File: config.mk
export PLATFORM = sky130hd
export DESIGN_NAME = bmp_stream_deframer_unit_flat
export DESIGN_NICKNAME = d
export VERILOG_FILES = /design/src/sv/bmpdf_pkg.sv /design/src/sv/bmpdf_if.sv /design/src/sv/bmpdf_front.sv /design/src/sv/bmpdf_queue.sv /design/src/sv/bmpdf_back.sv /design/src/sv/bmp_stream_deframer_unit.sv /design/src/flat_wrapper.sv
export SDC_FILE = /design/constraint.sdc
export NUM_CORES = 1
export LEC_CHECK = 0
export BUFFER_PORTS_ARGS = -buffer_cell sky130_fd_sc_hd__buf_2
export CAP_MARGIN = 20
export CORE_AREA = 2 2 270 219
export CTS_CLUSTER_SIZE = 30
export DETAILED_ROUTE_END_ITERATION = 16
export DIE_AREA = 0 0 272 221
export PLACE_DENSITY = 0.74
export SLEW_MARGIN = 10
export SYNTH_ARGS = -nofsm -noshare
export SYNTH_HDL_FRONTEND = slang
export SYNTH_SLANG_ARGS = --single-unit
File: constraint.sdc
create_clock -name clk -period 6.8 [get_ports clk]
set_clock_uncertainty 0.05 [all_clocks]
set_input_delay 0.68 -clock clk [delete_from_list [all_inputs] [get_ports clk]]
set_output_delay 0.68 -clock clk [all_outputs]
set_load 0.005 [all_outputs]
File: src/sv/bmpdf_pkg.sv
// ----------------------------------------------------------------------------
// bmpdf_pkg
// Shared types, constants and helper functions for the BMP stream deframer.
// ----------------------------------------------------------------------------
package bmpdf_pkg;

  // dimension limits and widths
  localparam int MAX_DIM  = 4096;
  localparam int DIM_W    = 13;
  localparam int POS_W    = 32;
  localparam int QDEPTH   = 2;
  localparam int QCNT_W   = $clog2(QDEPTH + 1);
  localparam int QPTR_W   = $clog2(QDEPTH);

  // info header sizes
  localparam logic [31:0] HSZ_CORE   = 32'd12;
  localparam logic [31:0] HSZ_OS2_64 = 32'd64;
  localparam logic [31:0] HSZ_OS2_16 = 32'd16;
  localparam logic [31:0] HSZ_INFO40 = 32'd40;
  localparam logic [31:0] HSZ_V2     = 32'd52;
  localparam logic [31:0] HSZ_V3     = 32'd56;
  localparam logic [31:0] HSZ_V4     = 32'd108;
  localparam logic [31:0] HSZ_V5     = 32'd124;

  // dense header kind codes
  localparam logic [3:0] KIND_NONE   = 4'd0;
  localparam logic [3:0] KIND_CORE   = 4'd1;
  localparam logic [3:0] KIND_OS2_64 = 4'd2;
  localparam logic [3:0] KIND_OS2_16 = 4'd3;
  localparam logic [3:0] KIND_INFO40 = 4'd4;
  localparam logic [3:0] KIND_V2     = 4'd5;
  localparam logic [3:0] KIND_V3     = 4'd6;
  localparam logic [3:0] KIND_V4     = 4'd7;
  localparam logic [3:0] KIND_V5     = 4'd8;

  // header field that a byte position belongs to
  typedef enum logic [3:0] {
    FLD_NONE,
    FLD_TYPE_HI,
    FLD_TYPE_LO,
    FLD_SIZE,
    FLD_OFFSET,
    FLD_HSIZE,
    FLD_WIDTH,
    FLD_HEIGHT,
    FLD_DEPTH
  } field_t;

  // pixel phase
  typedef enum logic [1:0] {
    PH_IDLE,
    PH_ACTIVE,
    PH_DONE
  } phase_t;

  // classified byte travelling from front to back
  typedef struct packed {
    logic [7:0]       data_byte;
    logic             file_start;
    logic [POS_W-1:0] pos;
    logic             base_hdr;
    field_t           fld;
    logic [1:0]       lane;
  } entry_t;

  // queue status
  typedef struct packed {
    logic [QCNT_W-1:0] count;
    logic              push;
    logic              pop;
  } qstat_t;

  function automatic logic [3:0] decode_kind(input logic [31:0] s);
    logic [3:0] k;
    unique case (s)
      HSZ_CORE:   k = KIND_CORE;
      HSZ_OS2_64: k = KIND_OS2_64;
      HSZ_OS2_16: k = KIND_OS2_16;
      HSZ_INFO40: k = KIND_INFO40;
      HSZ_V2:     k = KIND_V2;
      HSZ_V3:     k = KIND_V3;
      HSZ_V4:     k = KIND_V4;
      HSZ_V5:     k = KIND_V5;
      default:    k = KIND_NONE;
    endcase
    return k;
  endfunction

  // signed 32-bit dimension clamped to 0 .. MAX_DIM
  function automatic logic [DIM_W-1:0] sat_dim(input logic [31:0] v);
    logic [DIM_W-1:0] r;
    if (v[31]) begin
      r = '0;
    end else if (v > 32'(MAX_DIM)) begin
      r = DIM_W'(MAX_DIM);
    end else begin
      r = v[DIM_W-1:0];
    end
    return r;
  endfunction

endpackage

File: src/sv/bmpdf_if.sv
// ----------------------------------------------------------------------------
// bmpdf interfaces
// Valid/ready channels for file bytes in and deframed results out.
// ----------------------------------------------------------------------------
interface bmpdf_byte_if;
  logic       valid;
  logic       ready;
  logic [7:0] data_byte;
  logic       file_start;

  modport source (output valid, output data_byte, output file_start, input ready);
  modport sink   (input valid, input data_byte, input file_start, output ready);
endinterface

interface bmpdf_result_if;
  logic        valid;
  logic        ready;
  logic        pixel_valid;
  logic [11:0] pixel_row;
  logic [11:0] pixel_column;
  logic [1:0]  pixel_channel;
  logic [7:0]  pixel_value;
  logic [15:0] file_type;
  logic [31:0] file_size;
  logic [12:0] image_width;
  logic [12:0] image_height;
  logic [15:0] color_depth;
  logic [31:0] data_offset;
  logic [3:0]  header_kind;

  modport source (
    output valid, output pixel_valid, output pixel_row, output pixel_column,
    output pixel_channel, output pixel_value, output file_type, output file_size,
    output image_width, output image_height, output color_depth,
    output data_offset, output header_kind, input ready
  );
  modport sink (
    input valid, input pixel_valid, input pixel_row, input pixel_column,
    input pixel_channel, input pixel_value, input file_type, input file_size,
    input image_width, input image_height, input color_depth,
    input data_offset, input header_kind, output ready
  );
endinterface

File: src/sv/bmpdf_front.sv
// ----------------------------------------------------------------------------
// bmpdf_front
// Accepts file bytes, tracks the byte position and tags each byte with the
// header field and byte lane it falls in.
// ----------------------------------------------------------------------------
module bmpdf_front import bmpdf_pkg::*; (
  input  logic             clk,
  input  logic             rst,
  bmpdf_byte_if.sink       file_bytes,
  output logic             push_valid,
  input  logic             push_ready,
  output entry_t           push_entry
);

  logic [POS_W-1:0] byte_position;
  logic [POS_W-1:0] byte_position_next;
  logic [POS_W-1:0] pos_now;
  logic [4:0]       pos_lo;
  logic             near_start;
  logic             fire;

  assign file_bytes.ready = push_ready;
  assign push_valid       = file_bytes.valid;
  assign fire             = file_bytes.valid && push_ready;

  // a file start byte is always position zero
  assign pos_now    = file_bytes.file_start ? '0 : byte_position;
  assign pos_lo     = pos_now[4:0];
  assign near_start = (pos_now < POS_W'(32));

  // saturating position counter
  assign byte_position_next = (pos_now == '1) ? pos_now : pos_now + POS_W'(1);

  always_ff @(posedge clk) begin
    if (rst) begin
      byte_position <= '0;
    end else if (fire) begin
      byte_position <= byte_position_next;
    end
  end

  // field classification by position
  always_comb begin
    push_entry.data_byte  = file_bytes.data_byte;
    push_entry.file_start = file_bytes.file_start;
    push_entry.pos        = pos_now;
    push_entry.base_hdr   = (pos_now < POS_W'(18));
    push_entry.fld        = FLD_NONE;
    push_entry.lane       = '0;
    if (near_start) begin
      if (pos_lo == 5'd0) begin
        push_entry.fld = FLD_TYPE_HI;
      end else if (pos_lo == 5'd1) begin
        push_entry.fld = FLD_TYPE_LO;
      end else if (pos_lo >= 5'd2 && pos_lo <= 5'd5) begin
        push_entry.fld  = FLD_SIZE;
        push_entry.lane = 2'(pos_lo - 5'd2);
      end else if (pos_lo >= 5'd10 && pos_lo <= 5'd13) begin
        push_entry.fld  = FLD_OFFSET;
        push_entry.lane = 2'(pos_lo - 5'd10);
      end else if (pos_lo >= 5'd14 && pos_lo <= 5'd17) begin
        push_entry.fld  = FLD_HSIZE;
        push_entry.lane = 2'(pos_lo - 5'd14);
      end else if (pos_lo >= 5'd18 && pos_lo <= 5'd21) begin
        push_entry.fld  = FLD_WIDTH;
        push_entry.lane = 2'(pos_lo - 5'd18);
      end else if (pos_lo >= 5'd22 && pos_lo <= 5'd25) begin
        push_entry.fld  = FLD_HEIGHT;
        push_entry.lane = 2'(pos_lo - 5'd22);
      end else if (pos_lo == 5'd28 || pos_lo == 5'd29) begin
        push_entry.fld  = FLD_DEPTH;
        push_entry.lane = 2'(pos_lo - 5'd28);
      end
    end
  end

endmodule

File: src/sv/bmpdf_queue.sv
// ----------------------------------------------------------------------------
// bmpdf_queue
// Two-entry queue between the front and back parts.
// ----------------------------------------------------------------------------
module bmpdf_queue import bmpdf_pkg::*; (
  input  logic   clk,
  input  logic   rst,
  input  logic   push_valid,
  output logic   push_ready,
  input  entry_t push_entry,
  output logic   pop_valid,
  input  logic   pop_ready,
  output entry_t pop_entry,
  output qstat_t status
);

  entry_t            slots [QDEPTH];
  logic [QPTR_W-1:0] wr_ptr;
  logic [QPTR_W-1:0] rd_ptr;
  logic [QCNT_W-1:0] count;
  logic              push;
  logic              pop;

  assign push_ready = (count != QCNT_W'(QDEPTH));
  assign pop_valid  = (count != '0);
  assign push       = push_valid && push_ready;
  assign pop        = pop_valid && pop_ready;
  assign pop_entry  = slots[rd_ptr];

  assign status.count = count;
  assign status.push  = push;
  assign status.pop   = pop;

  // pointers and fill level
  always_ff @(posedge clk) begin
    if (rst) begin
      wr_ptr <= '0;
      rd_ptr <= '0;
      count  <= '0;
    end else begin
      if (push) begin
        wr_ptr <= (wr_ptr == QPTR_W'(QDEPTH - 1)) ? '0 : wr_ptr + QPTR_W'(1);
      end
      if (pop) begin
        rd_ptr <= (rd_ptr == QPTR_W'(QDEPTH - 1)) ? '0 : rd_ptr + QPTR_W'(1);
      end
      if (push && !pop) begin
        count <= count + QCNT_W'(1);
      end else if (pop && !push) begin
        count <= count - QCNT_W'(1);
      end
    end
  end

  // storage
  always_ff @(posedge clk) begin
    if (push) begin
      slots[wr_ptr] <= push_entry;
    end
  end

endmodule

File: src/sv/bmpdf_back.sv
// ----------------------------------------------------------------------------
// bmpdf_back
// Captures header fields, runs the pixel counters and holds the result
// register that drives the output channel.
// ----------------------------------------------------------------------------
module bmpdf_back import bmpdf_pkg::*; (
  input  logic            clk,
  input  logic            rst,
  input  logic            pop_valid,
  output logic            pop_ready,
  input  entry_t          pop_entry,
  bmpdf_result_if.source  results
);

  // header and pixel state
  logic [31:0]      field_shift, field_shift_next;
  logic [15:0]      type_reg, type_reg_next;
  logic [31:0]      size_reg, size_reg_next;
  logic [31:0]      offset_reg, offset_reg_next;
  logic [31:0]      header_size_reg, header_size_reg_next;
  logic [3:0]       kind_reg, kind_reg_next;
  logic [DIM_W-1:0] width_reg, width_reg_next;
  logic [DIM_W-1:0] height_reg, height_reg_next;
  logic [15:0]      depth_reg, depth_reg_next;
  logic [DIM_W-1:0] row, row_next;
  logic [DIM_W-1:0] col, col_next;
  logic [1:0]       chan, chan_next;
  phase_t           phase, phase_next;
  logic [1:0]       pad_count, pad_count_next;

  logic             emit;
  logic [11:0]      prow, pcol;
  logic [1:0]       pch;
  logic             fire;
  logic             out_valid;

  assign pop_ready     = !out_valid || results.ready;
  assign fire          = pop_valid && pop_ready;
  assign results.valid = out_valid;

  // next state for the byte at the head of the queue
  always_comb begin
    logic [31:0]      shifted;
    logic             hdr;
    logic [DIM_W-1:0] col_inc;
    logic [DIM_W-1:0] row_inc;
    logic             fs;

    fs      = pop_entry.file_start;
    shifted = {24'd0, pop_entry.data_byte} << {pop_entry.lane, 3'b000};

    // a file start clears everything before the byte is used
    field_shift_next     = fs ? '0 : field_shift;
    type_reg_next        = fs ? '0 : type_reg;
    size_reg_next        = fs ? '0 : size_reg;
    offset_reg_next      = fs ? '0 : offset_reg;
    header_size_reg_next = fs ? '0 : header_size_reg;
    kind_reg_next        = fs ? KIND_NONE : kind_reg;
    width_reg_next       = fs ? '0 : width_reg;
    height_reg_next      = fs ? '0 : height_reg;
    depth_reg_next       = fs ? '0 : depth_reg;
    row_next             = fs ? '0 : row;
    col_next             = fs ? '0 : col;
    chan_next            = fs ? '0 : chan;
    phase_next           = fs ? PH_IDLE : phase;
    pad_count_next       = fs ? '0 : pad_count;

    emit = 1'b0;
    prow = '0;
    pcol = '0;
    pch  = '0;

    hdr = pop_entry.base_hdr ||
          (kind_reg_next == KIND_INFO40 &&
           (pop_entry.fld == FLD_WIDTH || pop_entry.fld == FLD_HEIGHT ||
            pop_entry.fld == FLD_DEPTH));

    if (phase_next == PH_ACTIVE) begin
      // active pixel phase: skip padding or emit
      if (pad_count_next != '0) begin
        pad_count_next = pad_count_next - 2'd1;
        if (pad_count_next == '0 && row_next >= height_reg_next) begin
          phase_next = PH_DONE;
        end
      end else begin
        emit = 1'b1;
      end
    end else if (hdr) begin
      // header capture
      unique case (pop_entry.fld)
        FLD_TYPE_HI: type_reg_next = {pop_entry.data_byte, 8'd0};
        FLD_TYPE_LO: type_reg_next = type_reg_next | {8'd0, pop_entry.data_byte};
        FLD_SIZE:    size_reg_next = size_reg_next | shifted;
        FLD_OFFSET:  offset_reg_next = offset_reg_next | shifted;
        FLD_HSIZE: begin
          header_size_reg_next = header_size_reg_next | shifted;
          if (pop_entry.lane == 2'd3) begin
            kind_reg_next = decode_kind(header_size_reg_next);
          end
        end
        FLD_WIDTH, FLD_HEIGHT: begin
          field_shift_next = (pop_entry.lane == 2'd0) ? shifted
                                                      : (field_shift_next | shifted);
          if (pop_entry.lane == 2'd3) begin
            if (pop_entry.fld == FLD_WIDTH) begin
              width_reg_next = sat_dim(field_shift_next);
            end else begin
              height_reg_next = sat_dim(field_shift_next);
            end
          end
        end
        FLD_DEPTH:   depth_reg_next = depth_reg_next | shifted[15:0];
        default:     ;
      endcase
    end else if (phase_next == PH_IDLE && pop_entry.pos == offset_reg_next) begin
      // start of pixel data
      if (width_reg_next == '0 || height_reg_next == '0) begin
        phase_next = PH_DONE;
      end else begin
        phase_next = PH_ACTIVE;
        emit       = 1'b1;
      end
    end

    // pixel coordinates and counter advance
    col_inc = col_next + DIM_W'(1);
    row_inc = row_next + DIM_W'(1);
    if (emit) begin
      prow = 12'(height_reg_next - row_next - DIM_W'(1));
      pcol = col_next[11:0];
      pch  = chan_next;
      if (chan_next == 2'd2) begin
        chan_next = '0;
        if (col_inc >= width_reg_next) begin
          col_next       = '0;
          row_next       = row_inc;
          pad_count_next = width_reg_next[1:0];
          if (width_reg_next[1:0] == 2'd0 && row_inc >= height_reg_next) begin
            phase_next = PH_DONE;
          end
        end else begin
          col_next = col_inc;
        end
      end else begin
        chan_next = chan_next + 2'd1;
      end
    end
  end

  // state registers
  always_ff @(posedge clk) begin
    if (rst) begin
      field_shift     <= '0;
      type_reg        <= '0;
      size_reg        <= '0;
      offset_reg      <= '0;
      header_size_reg <= '0;
      kind_reg        <= KIND_NONE;
      width_reg       <= '0;
      height_reg      <= '0;
      depth_reg       <= '0;
      row             <= '0;
      col             <= '0;
      chan            <= '0;
      phase           <= PH_IDLE;
      pad_count       <= '0;
    end else if (fire) begin
      field_shift     <= field_shift_next;
      type_reg        <= type_reg_next;
      size_reg        <= size_reg_next;
      offset_reg      <= offset_reg_next;
      header_size_reg <= header_size_reg_next;
      kind_reg        <= kind_reg_next;
      width_reg       <= width_reg_next;
      height_reg      <= height_reg_next;
      depth_reg       <= depth_reg_next;
      row             <= row_next;
      col             <= col_next;
      chan            <= chan_next;
      phase           <= phase_next;
      pad_count       <= pad_count_next;
    end
  end

  // output valid
  always_ff @(posedge clk) begin
    if (rst) begin
      out_valid <= 1'b0;
    end else if (fire) begin
      out_valid <= 1'b1;
    end else if (results.ready) begin
      out_valid <= 1'b0;
    end
  end

  // output payload
  always_ff @(posedge clk) begin
    if (fire) begin
      results.pixel_valid   <= emit;
      results.pixel_row     <= prow;
      results.pixel_column  <= pcol;
      results.pixel_channel <= pch;
      results.pixel_value   <= emit ? pop_entry.data_byte : 8'd0;
      results.file_type     <= type_reg_next;
      results.file_size     <= size_reg_next;
      results.image_width   <= width_reg_next;
      results.image_height  <= height_reg_next;
      results.color_depth   <= depth_reg_next;
      results.data_offset   <= offset_reg_next;
      results.header_kind   <= kind_reg_next;
    end
  end

endmodule

File: src/sv/bmp_stream_deframer_unit.sv
// Path: a byte transferred in is written into a queue slot, and from there
// into the result register when the back part pops it.
// Throughput: one byte per cycle while results.ready keeps the output moving;
// the back part's header and pixel-counter state is registered on each byte.
// Reset: synchronous rst clears position, header fields, counters and queue;
// no clearing pass. A file start byte clears the parse state as well.
// ----------------------------------------------------------------------------
// bmp_stream_deframer_unit
// Byte-serial 24-bit BMP deframer: header capture and pixel tagging.
// ----------------------------------------------------------------------------
module bmp_stream_deframer_unit import bmpdf_pkg::*; (
  input  logic           clk,
  input  logic           rst,
  bmpdf_byte_if.sink     file_bytes,
  bmpdf_result_if.source results
);

  logic   push_valid;
  logic   push_ready;
  entry_t push_entry;
  logic   pop_valid;
  logic   pop_ready;
  entry_t pop_entry;
  qstat_t qstat;

  // front: position tracking and field tagging
  bmpdf_front u_front (
    .clk        (clk),
    .rst        (rst),
    .file_bytes (file_bytes),
    .push_valid (push_valid),
    .push_ready (push_ready),
    .push_entry (push_entry)
  );

  // decoupling queue
  bmpdf_queue u_queue (
    .clk        (clk),
    .rst        (rst),
    .push_valid (push_valid),
    .push_ready (push_ready),
    .push_entry (push_entry),
    .pop_valid  (pop_valid),
    .pop_ready  (pop_ready),
    .pop_entry  (pop_entry),
    .status     (qstat)
  );

  // back: header capture, pixel counters, result register
  bmpdf_back u_back (
    .clk       (clk),
    .rst       (rst),
    .pop_valid (pop_valid),
    .pop_ready (pop_ready),
    .pop_entry (pop_entry),
    .results   (results)
  );

  // queue level never exceeds its depth
  a_qcount_bound: assert property (@(posedge clk) disable iff (rst)
    qstat.count <= QCNT_W'(QDEPTH))
    else $error("queue level above depth");

  // push without pop raises the level by one
  a_qcount_push: assert property (@(posedge clk) disable iff (rst)
    qstat.push && !qstat.pop |=> qstat.count == $past(qstat.count) + QCNT_W'(1))
    else $error("queue level did not follow a transfer in");

  // non-pixel results carry zero pixel fields
  a_nonpixel_zero: assert property (@(posedge clk) disable iff (rst)
    results.valid && !results.pixel_valid |->
      results.pixel_value == 8'd0 && results.pixel_row == 12'd0 &&
      results.pixel_column == 12'd0 && results.pixel_channel == 2'd0)
    else $error("pixel fields set on a non-pixel result");

  // channel index stays in range and dimensions are clamped
  a_result_range: assert property (@(posedge clk) disable iff (rst)
    results.valid |-> results.pixel_channel != 2'd3 &&
      results.image_width <= DIM_W'(MAX_DIM) &&
      results.image_height <= DIM_W'(MAX_DIM))
    else $error("result field out of range");

endmodule
File: src/flat_wrapper.sv
// flat-port wrapper written by rule: the top's interface ports become plain ports
module bmp_stream_deframer_unit_flat import bmpdf_pkg::*;
  (clk, rst, file_bytes_valid, file_bytes_data_byte, file_bytes_file_start, file_bytes_ready, results_valid, results_pixel_valid, results_pixel_row, results_pixel_column, results_pixel_channel, results_pixel_value, results_file_type, results_file_size, results_image_width, results_image_height, results_color_depth, results_data_offset, results_header_kind, results_ready);
  bmpdf_byte_if file_bytes_i ();
  bmpdf_result_if results_i ();
  input  logic clk;
  input  logic rst;
  input wire logic [$bits(file_bytes_i.valid)-1:0] file_bytes_valid;
  input wire logic [$bits(file_bytes_i.data_byte)-1:0] file_bytes_data_byte;
  input wire logic [$bits(file_bytes_i.file_start)-1:0] file_bytes_file_start;
  output wire logic [$bits(file_bytes_i.ready)-1:0] file_bytes_ready;
  output wire logic [$bits(results_i.valid)-1:0] results_valid;
  output wire logic [$bits(results_i.pixel_valid)-1:0] results_pixel_valid;
  output wire logic [$bits(results_i.pixel_row)-1:0] results_pixel_row;
  output wire logic [$bits(results_i.pixel_column)-1:0] results_pixel_column;
  output wire logic [$bits(results_i.pixel_channel)-1:0] results_pixel_channel;
  output wire logic [$bits(results_i.pixel_value)-1:0] results_pixel_value;
  output wire logic [$bits(results_i.file_type)-1:0] results_file_type;
  output wire logic [$bits(results_i.file_size)-1:0] results_file_size;
  output wire logic [$bits(results_i.image_width)-1:0] results_image_width;
  output wire logic [$bits(results_i.image_height)-1:0] results_image_height;
  output wire logic [$bits(results_i.color_depth)-1:0] results_color_depth;
  output wire logic [$bits(results_i.data_offset)-1:0] results_data_offset;
  output wire logic [$bits(results_i.header_kind)-1:0] results_header_kind;
  input wire logic [$bits(results_i.ready)-1:0] results_ready;
  assign file_bytes_i.valid = file_bytes_valid;
  assign file_bytes_i.data_byte = file_bytes_data_byte;
  assign file_bytes_i.file_start = file_bytes_file_start;
  assign file_bytes_ready = file_bytes_i.ready;
  assign results_valid = results_i.valid;
  assign results_pixel_valid = results_i.pixel_valid;
  assign results_pixel_row = results_i.pixel_row;
  assign results_pixel_column = results_i.pixel_column;
  assign results_pixel_channel = results_i.pixel_channel;
  assign results_pixel_value = results_i.pixel_value;
  assign results_file_type = results_i.file_type;
  assign results_file_size = results_i.file_size;
  assign results_image_width = results_i.image_width;
  assign results_image_height = results_i.image_height;
  assign results_color_depth = results_i.color_depth;
  assign results_data_offset = results_i.data_offset;
  assign results_header_kind = results_i.header_kind;
  assign results_i.ready = results_ready;
  bmp_stream_deframer_unit u_core (.clk(clk), .rst(rst), .file_bytes(file_bytes_i), .results(results_i));
endmodule
# After elaboration in Yosys (flattened, before gate mapping)
# Memory sizes are Yosys's and may differ from the RTL's. A register that Yosys moved wholly into a read port is not among the register bits.
# Index checks and enable logic that the tools add are counted.
[classes]
n_mux = 101
bitwise = 6
n_reduce_logical = 34
n_shift = 1
addsub = 17
n_lt_le_gt_ge = 16
n_eq_ne = 26
[op_table]
columns = ["op", "count"]
rows = [
  ["$mux 32", 19],
  ["$mux 13", 22],
  ["$or 32x32->32", 4],
  ["$mux 16", 7],
  ["$eq 32x6->1 const B", 3],
  ["$eq 32x7->1 const B", 3],
  ["$mux 2", 24],
  ["$mux 6", 7],
  ["$ge 13x13->1", 3],
  ["$add 32x1->32 const B", 1],
  ["$eq 32x32->1", 1],
  ["$eq 32x32->1 const B", 1],
  ["$eq 32x4->1 const B", 1],
  ["$eq 32x5->1 const B", 1],
  ["$gt 32x13->1 const B", 1],
  ["$lt 32x5->1 const B", 1],
  ["$lt 32x6->1 const B", 1],
  ["$pmux 16 s2", 1],
  ["$pmux 4 s8", 1],
  ["$shl 8x5->32", 1],
  ["$mux 4", 7],
  ["$add 13x1->13 const B", 2],
  ["$logic_not 13->1", 2],
  ["$eq 4x3->1 const B", 5],
  ["30 further kinds", 82],
]
[word_totals]
in_bits = 13
mem_bits_rw = 96
output_inout_bits = 163
regBits = 420
n_memories = 1
word_cells = 233
[mem_list]
columns = ["name", "depth", "width", "read_ports", "rd_clocked_by_memory_dff", "wr", "line_no", "text"]
rows = [
  ["u_core.u_queue.slots", 2, 48, 1, 1, 1, "bmpdf_queue.sv:17", "entry_t slots [QDEPTH];"],
]

# Logic depth before layout (Yosys ltp)
# Gate-level depths: netlist of run 1.
[depth]
ltp_word = 17
mapped_depth = 28
depth_no_buf = 21

# Cells and area by module
# A second synthesis of run 1 with hierarchy kept.
[hier_totals]
cells_unflattened = 2363
area_unflattened_um2 = 24370.9
[modules_own_cells]
columns = ["module", "area_each_um2", "n_inst", "seq_area_each_um2", "cells_per_inst"]
rows = [
  ["bmpdf_back", 18232.5, 1, 9298.9, 1867],
  ["bmpdf_queue", 3716.1, 1, 2982.9, 176],
  ["bmpdf_front", 2422.3, 1, 640.6, 320],
]

# Worst setup path before layout of run 1
# OpenSTA, ideal clock, no wires.
[synth_timing]
path_kind = "input -> register"
from = "in results_ready"
to = "reg u_core.u_back.results.color_depth[0] (enable)"
path_buffers = 2
arrival_ps = 5901
path_stages = 5
setup_time_ps = 588
setup_slack_ps = 261
t_required_ps = 6162
path_cell_list = "nand2b_1 -> o21ai_0 -> clkinv_1 -> clkbuf_1 -> clkbuf_1"
[synth_lines]
columns = ["item", "line_no", "text"]
rows = [
  ["from (decl)", "flat_wrapper.sv:25", "input wire logic [$bits(results_i.ready)-1:0] results_ready;"],
  ["to (signal assigned)", "bmpdf_back.sv:208", "results.color_depth <= depth_reg_next;"],
  ["to (decl)", "bmpdf_if.sv:34", "output image_width, output image_height, output color_depth,"],
]

==> results.sh, run 1 <==
export IMPL_status="completed"
export IMPL_hold_ws_ns=0.2516
export IMPL_yosysSeqAreaShare_pct=52.75
export IMPL_slew_headroom_pct=19.24
export IMPL_r2r_end="u_core.u_back.col[8]$_SDFFE_PP0P_"
export IMPL_pre_cts_ws_ns=0.6637
export IMPL_synth_top_cell_by_area="edfxtp_1"
export IMPL_synth_seq_cells=517
export IMPL_p_clk_share_pct=30.2
export IMPL_wire_per_inst_um=22.70
export IMPL_grt_pass1_wl_mm=116.5
export IMPL_setup_violations=0
export IMPL_finalCriticalPeriod_ns=6.090
export IMPL_grt_pass1_vias=18944
export IMPL_hold_buffers=0
export IMPL_cp_slowest_stage_delay_ns=0.67
export IMPL_core_area_um2=57430
export IMPL_r2r_slack_ns=0.71
export IMPL_path_delay_family="compound AO/OA/AOI/OAI gates"
export IMPL_layout_nets=2692
export IMPL_worstHoldEndpoint="u_core.u_queue.slots[1][42]$_DFFE_PP_"
export IMPL_r2r_cells=17
export IMPL_ys_types=85
export IMPL_drc=0
export IMPL_top_register="u_core.u_queue.slots"
export IMPL_ant_nets=0
export IMPL_clk_latency_ns=0.62
export IMPL_slew_violations=0
export IMPL_area_growth_pct=14.44
export IMPL_synth_cells=2487
export IMPL_die_x_um=272
export IMPL_clkTransAtPathRegs_ns=0.06
export IMPL_synthArstFlopShare_pct=0
export IMPL_synth_area_um2=24500
export IMPL_viasPerCell=6.067
export IMPL_min_delay_start="file_bytes_data_byte[2]"
export IMPL_fmax_mhz=164.2
export IMPL_largest_reg_flops=96
export IMPL_syn_nets=2557
export IMPL_p_switching_w=0.003783
export IMPL_synth_edf_count=257
export IMPL_drtIter0Drc=2926
export IMPL_cap_violations=0
export IMPL_cp_arrival_ns=6.52
export IMPL_setup_slack_ns=0.7102
export IMPL_whs_path_depth=1
export IMPL_synth_avg_cell_area_um2=9.850
export IMPL_worstSetupPathType="register to register"
export IMPL_drive_above_1_share_pct=13.99
export IMPL_cts_root_buf="clkbuf_16"
export IMPL_cts_max_path_buffers=3
export IMPL_powerDensity_nw_per_um2=376.7
export IMPL_p_leak_nw=10.43
export IMPL_combPwrFrac_pct=29.4
export IMPL_start_util_pct=42.65
export IMPL_min_path_type="input pin to register"
export IMPL_post_cts_setup_buffers=0
export IMPL_firstDrtPassIters=9
export IMPL_antenna_found_initial=0
export IMPL_p_sw_share_pct=35.83
export IMPL_post_cts_resized=0
export IMPL_ys_flop_type="dfxtp_1"
export IMPL_cts_sinks=517
export IMPL_crit_chain="mux2_2, o21a_1, nor4_1, a31oi_1, nor4_4, nand4_2, o21ai_0, ha_1, and3_1, nand3_1, a31oi_1, a211oi_1, o21ai_0, o21a_1, nor2_1, nand4_1, o32ai_1"
export IMPL_final_fill_count=5183
export IMPL_hpwl_mm=54.93
export IMPL_fin_util_pct=48.81
export IMPL_die_area_um2=60110
export IMPL_vias=20846
export IMPL_yosys_warnings=0
export IMPL_track_usage_pct=24.93
export IMPL_rsz0062_at_grt="false"
export IMPL_worstMarginPinSlew_ns=1.199
export IMPL_wl_mm=77.99
export IMPL_critPathRequiredTime_ns=7.23
export IMPL_tns_ns=0
export IMPL_cts_inserted_buffers=53
export IMPL_grt_max_degree=118
export IMPL_p_seq_share_pct=40.4
export IMPL_post_route_period_util_pct=89.56
export IMPL_cp_end_kind="register"
export IMPL_final_hold_violation_count=0
export IMPL_cts_tree="built"
export IMPL_grt_ovfl_total=0
export IMPL_power_internal_w=0.006777
export IMPL_startpoint_type="register"
export IMPL_rows=79
export IMPL_cts_max_level=2
export IMPL_fp_dieH_um=221
export IMPL_synth_area_leaders="edfxtp_1 32%, dfxtp_1 21%, nor2_1 5.5%, a22oi_1 5.2%, nand2_1 3.7%"
export IMPL_antenna_cells=0
export IMPL_critPathBufInv=0
export IMPL_yosysTopAreaCellShare_pct=31.50
export IMPL_crit_slowest_cell="dfxtp_4"
export IMPL_io_pins=176
export IMPL_place_congestion=0.9939
export IMPL_ir_worst_vdd_mv=0.2742
export IMPL_critPathMaxFanout=36
export IMPL_io_buffers=175
worst reg2reg max path: stages (launching register included):
cell and delay, ns:
dfxtp_4 0.67, mux2_2 0.52, o21a_1 0.22, nor4_1 0.40
a31oi_1 0.19, nor4_4 0.53, nand4_2 0.20, o21ai_0 0.64
ha_1 0.36, and3_1 0.19, nand3_1 0.10, a31oi_1 0.09
a211oi_1 0.22, o21ai_0 0.17, o21a_1 0.33, nor2_1 0.13
nand4_1 0.48, o32ai_1 0.47
how the worst max path moves through the flow:
stage	start	end	slack [ns]	cells past startpoint
after global routing	register	u_core.u_back.col[12]$_SDFFE_PP0P_	0.31	18
final	register	u_core.u_back.col[8]$_SDFFE_PP0P_	0.71	17
after global placement	register	u_core.u_back.col[6]$_SDFFE_PP0P_	0.85	17
after detailed placement	register	u_core.u_back.col[11]$_SDFFE_PP0P_	0.66	17
after CTS	register	u_core.u_back.col[8]$_SDFFE_PP0P_	0.58	17
after floorplan	results_ready	u_core.u_back.results.color_depth[0]$_DFFE_PP_	0.26	5
cell families (layout without fill, tap and decap cells):
family / count (synthesis) / after routing / synth area share (%)
AND/OR/NAND/NOR: 938 / 938 / 17.83
AO/OA/AOI/OAI: 629 / 629 / 17.68
flip-flops: 517 / 517 / 52.75
buffers and inverters: 224 / 404 / 3.959
XOR/XNOR: 61 / 61 / 2.181
multiplexers: 61 / 61 / 2.651
adder cells (fa/ha/maj): 57 / 57 / 2.942
final cells by class:
type / instances / area (um2) / area share (%)
inverters: 72 / 277.8 / 0.9909
well taps: 769 / 962.2 / 3.432
repair buffers: 232 / 1335 / 4.762
clock buffers: 61 / 1388 / 4.950
multi-input cells: 1746 / 10630 / 37.92
clock inverters: 39 / 513.0 / 1.830
flip-flops and latches: 517 / 12930 / 46.11
per-layer routing:
metal | part of all wire [%] | routed length (um) | vias to the layer above | track usage, %
met2 | 42 | 32610 | 1162 | 35.12
met4 | 2.4 | 1866 | 0 | 7.037
li1 | - | - | 9409 | -
met1 | 45 | 35140 | 10155 | 38.41
met5 | 0 | 0 | - | 0
met3 | 11 | 8373 | 120 | 4.905
cells in the mapped netlist, drive strengths merged (5+ instances only):
cell / instances
a2111oi: 7
a211oi: 17
a21boi: 9
a21o: 22
a21oi: 100
a22o: 55
a22oi: 170
a31oi: 19
a32oi: 5
and2: 25
and3: 21
and4: 9
buf: 56
clkbuf: 96
dfxtp: 260
edfxtp: 257
ha: 56
inv: 70
mux2: 18
mux2i: 43
nand2: 244
nand2b: 14
nand3: 57
nand4: 33
nor2: 362
nor2b: 40
nor3: 50
nor3b: 11
nor4: 28
o2111ai: 6
o211ai: 13
o21a: 11
o21ai: 113
o21bai: 5
o22ai: 34
o31ai: 5
o32ai: 15
or2: 10
or3: 9
or4: 5
xnor2: 40
xor2: 21
per-stage QoR:
stage	cell area, um2	total power, W	cells
2_1_floorplan	24500	0.006209	2487
5_1_grt	28030	0.01097	3436
3_3_place_gp	26080	0.007270	3332
3_5_place_dp	26090	0.007338	3333
6_report	28030	0.01056	3436
4_1_cts	27990	0.01050	3433
cell usage in the layout, fill, tap and decap left out, types with 20 or more instances in the layout:
cell type    n
a21o_1      22
a21oi_1     97
a22o_1      55
a22oi_1    170
and2_1      25
and3_1      20
buf_2      174
buf_4       54
clkbuf_16   54
dfxtp_1    259
edfxtp_1   257
ha_1        56
inv_1       70
mux2i_1     41
nand2_1    242
nand3_1     57
nand4_1     32
nor2_1     359
nor2b_1     40
nor3_1      50
nor4_1      25
o21ai_0    106
o22ai_1     33
xnor2_1     40
xor2_1      21
power by group through the flow:
stage	combinational (W)	sequential (W)	clock, W
3_3_place_gp	0.00293	0.00434	0
2_1_floorplan	0.00185	0.00436	0
4_1_cts	0.00300	0.00430	0.00321
5_1_grt	0.00332	0.00431	0.00334
6_report	0.00311	0.00427	0.00319
3_5_place_dp	0.00298	0.00436	0
Power figures use the tool's default switching activity.
==> inputs of run 2 (changes only) <==
--- a/config.mk
+++ b/config.mk
@@ -7,10 +7,10 @@
 export LEC_CHECK = 0
 export BUFFER_PORTS_ARGS = -buffer_cell sky130_fd_sc_hd__buf_2
 export CAP_MARGIN = 20
-export CORE_AREA = 2 2 270 219
+export CORE_AREA = 5 5 273 222
 export CTS_CLUSTER_SIZE = 30
 export DETAILED_ROUTE_END_ITERATION = 16
-export DIE_AREA = 0 0 272 221
+export DIE_AREA = 0 0 278 227
 export PLACE_DENSITY = 0.74
 export SLEW_MARGIN = 10
 export SYNTH_ARGS = -nofsm -noshare
==> run 2 against run 1 <==
- combinational power fell by 2%
- maximum frequency rose by 0.10%
- worst setup slack improved by 0.0062 ns
- register-to-register slack barely moved
- via count fell by 0.51%
- critical path depth did not move
- clock power fell by 8.2%
- sequential share of layout area rose by 0.35 points
- routed wire length fell by 0.67%
- final cell count fell by 0.29%
- core utilization fell by 0.45 points
- first-iteration DRC count fell by 3.2%
- largest cell class unchanged
==> results.sh, run 2 (synthesis results as in run 1) <==
export IMPL_status="completed"
export IMPL_grt_ovfl_total=0
export IMPL_rsz0062_at_grt="false"
export IMPL_slew_headroom_pct=23.52
export IMPL_antenna_found_initial=0
export IMPL_vias=20740
export IMPL_post_cts_setup_buffers=0
export IMPL_place_congestion=0.9719
export IMPL_layout_nets=2683
export IMPL_cp_slowest_stage_delay_ns=0.73
export IMPL_cts_inserted_buffers=52
export IMPL_seq_area_um2=12930
export IMPL_die_area_um2=63110
export IMPL_finalNonFillerCells=3426
export IMPL_start_util_pct=42.58
export IMPL_largest_reg_flops=96
export IMPL_path_delay_family="simple AND/OR/NAND/NOR gates"
export IMPL_cap_violations=0
export IMPL_critPathMaxFanout=51
export IMPL_whs_path_depth=1
export IMPL_firstDrtPassIters=7
export IMPL_wire_per_inst_um=22.61
export IMPL_p_leak_nw=10.31
export IMPL_grt_max_degree=100
export IMPL_cts_max_level=2
export IMPL_antenna_cells=0
export IMPL_worstMarginPinSlew_ns=1.143
export IMPL_area_growth_pct=13.59
export IMPL_r2r_end="u_core.u_back.col[8]$_SDFFE_PP0P_"
export IMPL_r2r_cells=17
export IMPL_core_area_um2=57530
export IMPL_cp_num_cells=17
export IMPL_drtIter0Drc=2833
export IMPL_track_usage_pct=23.41
export IMPL_clkTransAtPathRegs_ns=0.06
export IMPL_io_buffers=175
export IMPL_critPathBufInv=0
export IMPL_viasPerCell=6.054
export IMPL_tns_ns=0
export IMPL_cts_tree="built"
export IMPL_setup_violations=0
export IMPL_drc=0
export IMPL_min_delay_start="file_bytes_data_byte[0]"
export IMPL_final_common_cell="nor2_1"
export IMPL_wl_mm=77.47
export IMPL_drive_above_1_share_pct=13.59
export IMPL_cp_arrival_ns=6.53
export IMPL_layout_common_cells="358 x nor2_1, 259 x dfxtp_1, 257 x edfxtp_1"
export IMPL_worstHoldEndpoint="u_core.u_queue.slots[1][40]$_DFFE_PP_"
export IMPL_grt_pass1_wl_mm=116.2
export IMPL_top_register="u_core.u_queue.slots"
export IMPL_worstSetupPathType="register to register"
export IMPL_powerDensity_nw_per_um2=368.7
export IMPL_crit_chain="mux2_2, o21a_1, nor4_1, a31oi_1, nor4_4, and4_1, a22oi_1, ha_1, and3_1, nand3_1, a31oi_1, a211oi_1, o21ai_0, o21a_1, nor2_1, nand4_1, o32ai_1"
export IMPL_io_pins=176
export IMPL_r2r_slack_ns=0.72
export IMPL_fp_dieH_um=227
export IMPL_clk_latency_ns=0.62
export IMPL_startpoint_type="register"
export IMPL_min_path_type="input pin to register"
export IMPL_fmax_mhz=164.4
export IMPL_post_cts_resized=0
export IMPL_final_hold_violation_count=0
export IMPL_cp_end_kind="register"
export IMPL_cts_sinks=517
export IMPL_ir_worst_vdd_mv=0.2598
export IMPL_dp_cells=3326
export IMPL_critPathRequiredTime_ns=7.25
export IMPL_crit_slowest_cell="dfxtp_4"
export IMPL_die_x_um=278
export IMPL_finalCriticalPeriod_ns=6.084
export IMPL_rows=79
export IMPL_ant_nets=0
export IMPL_slew_violations=0
export IMPL_final_fill_count=5271
export IMPL_multi_input_area_um2=10630
export IMPL_cts_root_buf="clkbuf_16"
export IMPL_hpwl_mm=54.99
export IMPL_post_route_period_util_pct=89.46
export IMPL_hold_buffers=0
export IMPL_cts_max_path_buffers=3
export IMPL_grt_pass1_vias=19226
[run 2: worst max-delay path by stage]
stage | endpoint | slack (ns)
2_1_floorplan | u_core.u_back.results.color_depth[0]$_DFFE_PP_ | 0.26
3_3_place_gp | u_core.u_back.results.pixel_row[11]$_SDFFCE_PN0P_ | 1.03
3_5_place_dp | u_core.u_back.col[8]$_SDFFE_PP0P_ | 0.94
4_1_cts | u_core.u_back.col[8]$_SDFFE_PP0P_ | 0.87
5_1_grt | u_core.u_back.row[12]$_SDFFE_PP0P_ | 0.32
6_report | u_core.u_back.col[8]$_SDFFE_PP0P_ | 0.72
[run 2: final cells by class]
cell class                      instances  share of cell area [%]
Clock inverter                         31                   1.088
Sequential cell                       517                   46.46
Timing Repair Buffer                  224                   4.537
Clock buffer                           67                   5.243
Tap cell                              769                   3.458
Inverter                               72                  0.9983
Multi-Input combinational cell       1746                   38.22
[run 2: where the power goes]
group | total [W] | switching (W) | internal [W]
logic | 0.00305 | 0.00215 | 0.000902
clock network | 0.00293 | 0.00126 | 0.00168
registers | 0.00428 | 0.000307 | 0.00397
[run 2: per-stage QoR]
stage	hold WS (ns)	total power, W	area (um2)	setup WS (ns)	util (%)
3_3_place_gp	0.3884	0.007259	26040	1.027	45.26
4_1_cts	0.1940	0.01026	27800	0.8721	48.32
2_1_floorplan	0.3817	0.006209	24500	0.2606	-
5_1_grt	0.2115	0.01071	27820	0.3226	48.37
3_5_place_dp	0.3967	0.007321	26040	0.9379	45.26
6_report	0.2219	0.01026	27820	0.7164	48.37
[run 2: metal layers]
metal	GRT usage (%)	share of wire (%)
met5	0	0
met4	6.538	2.5
met3	4.716	11
met2	34.61	42
met1	35.16	44
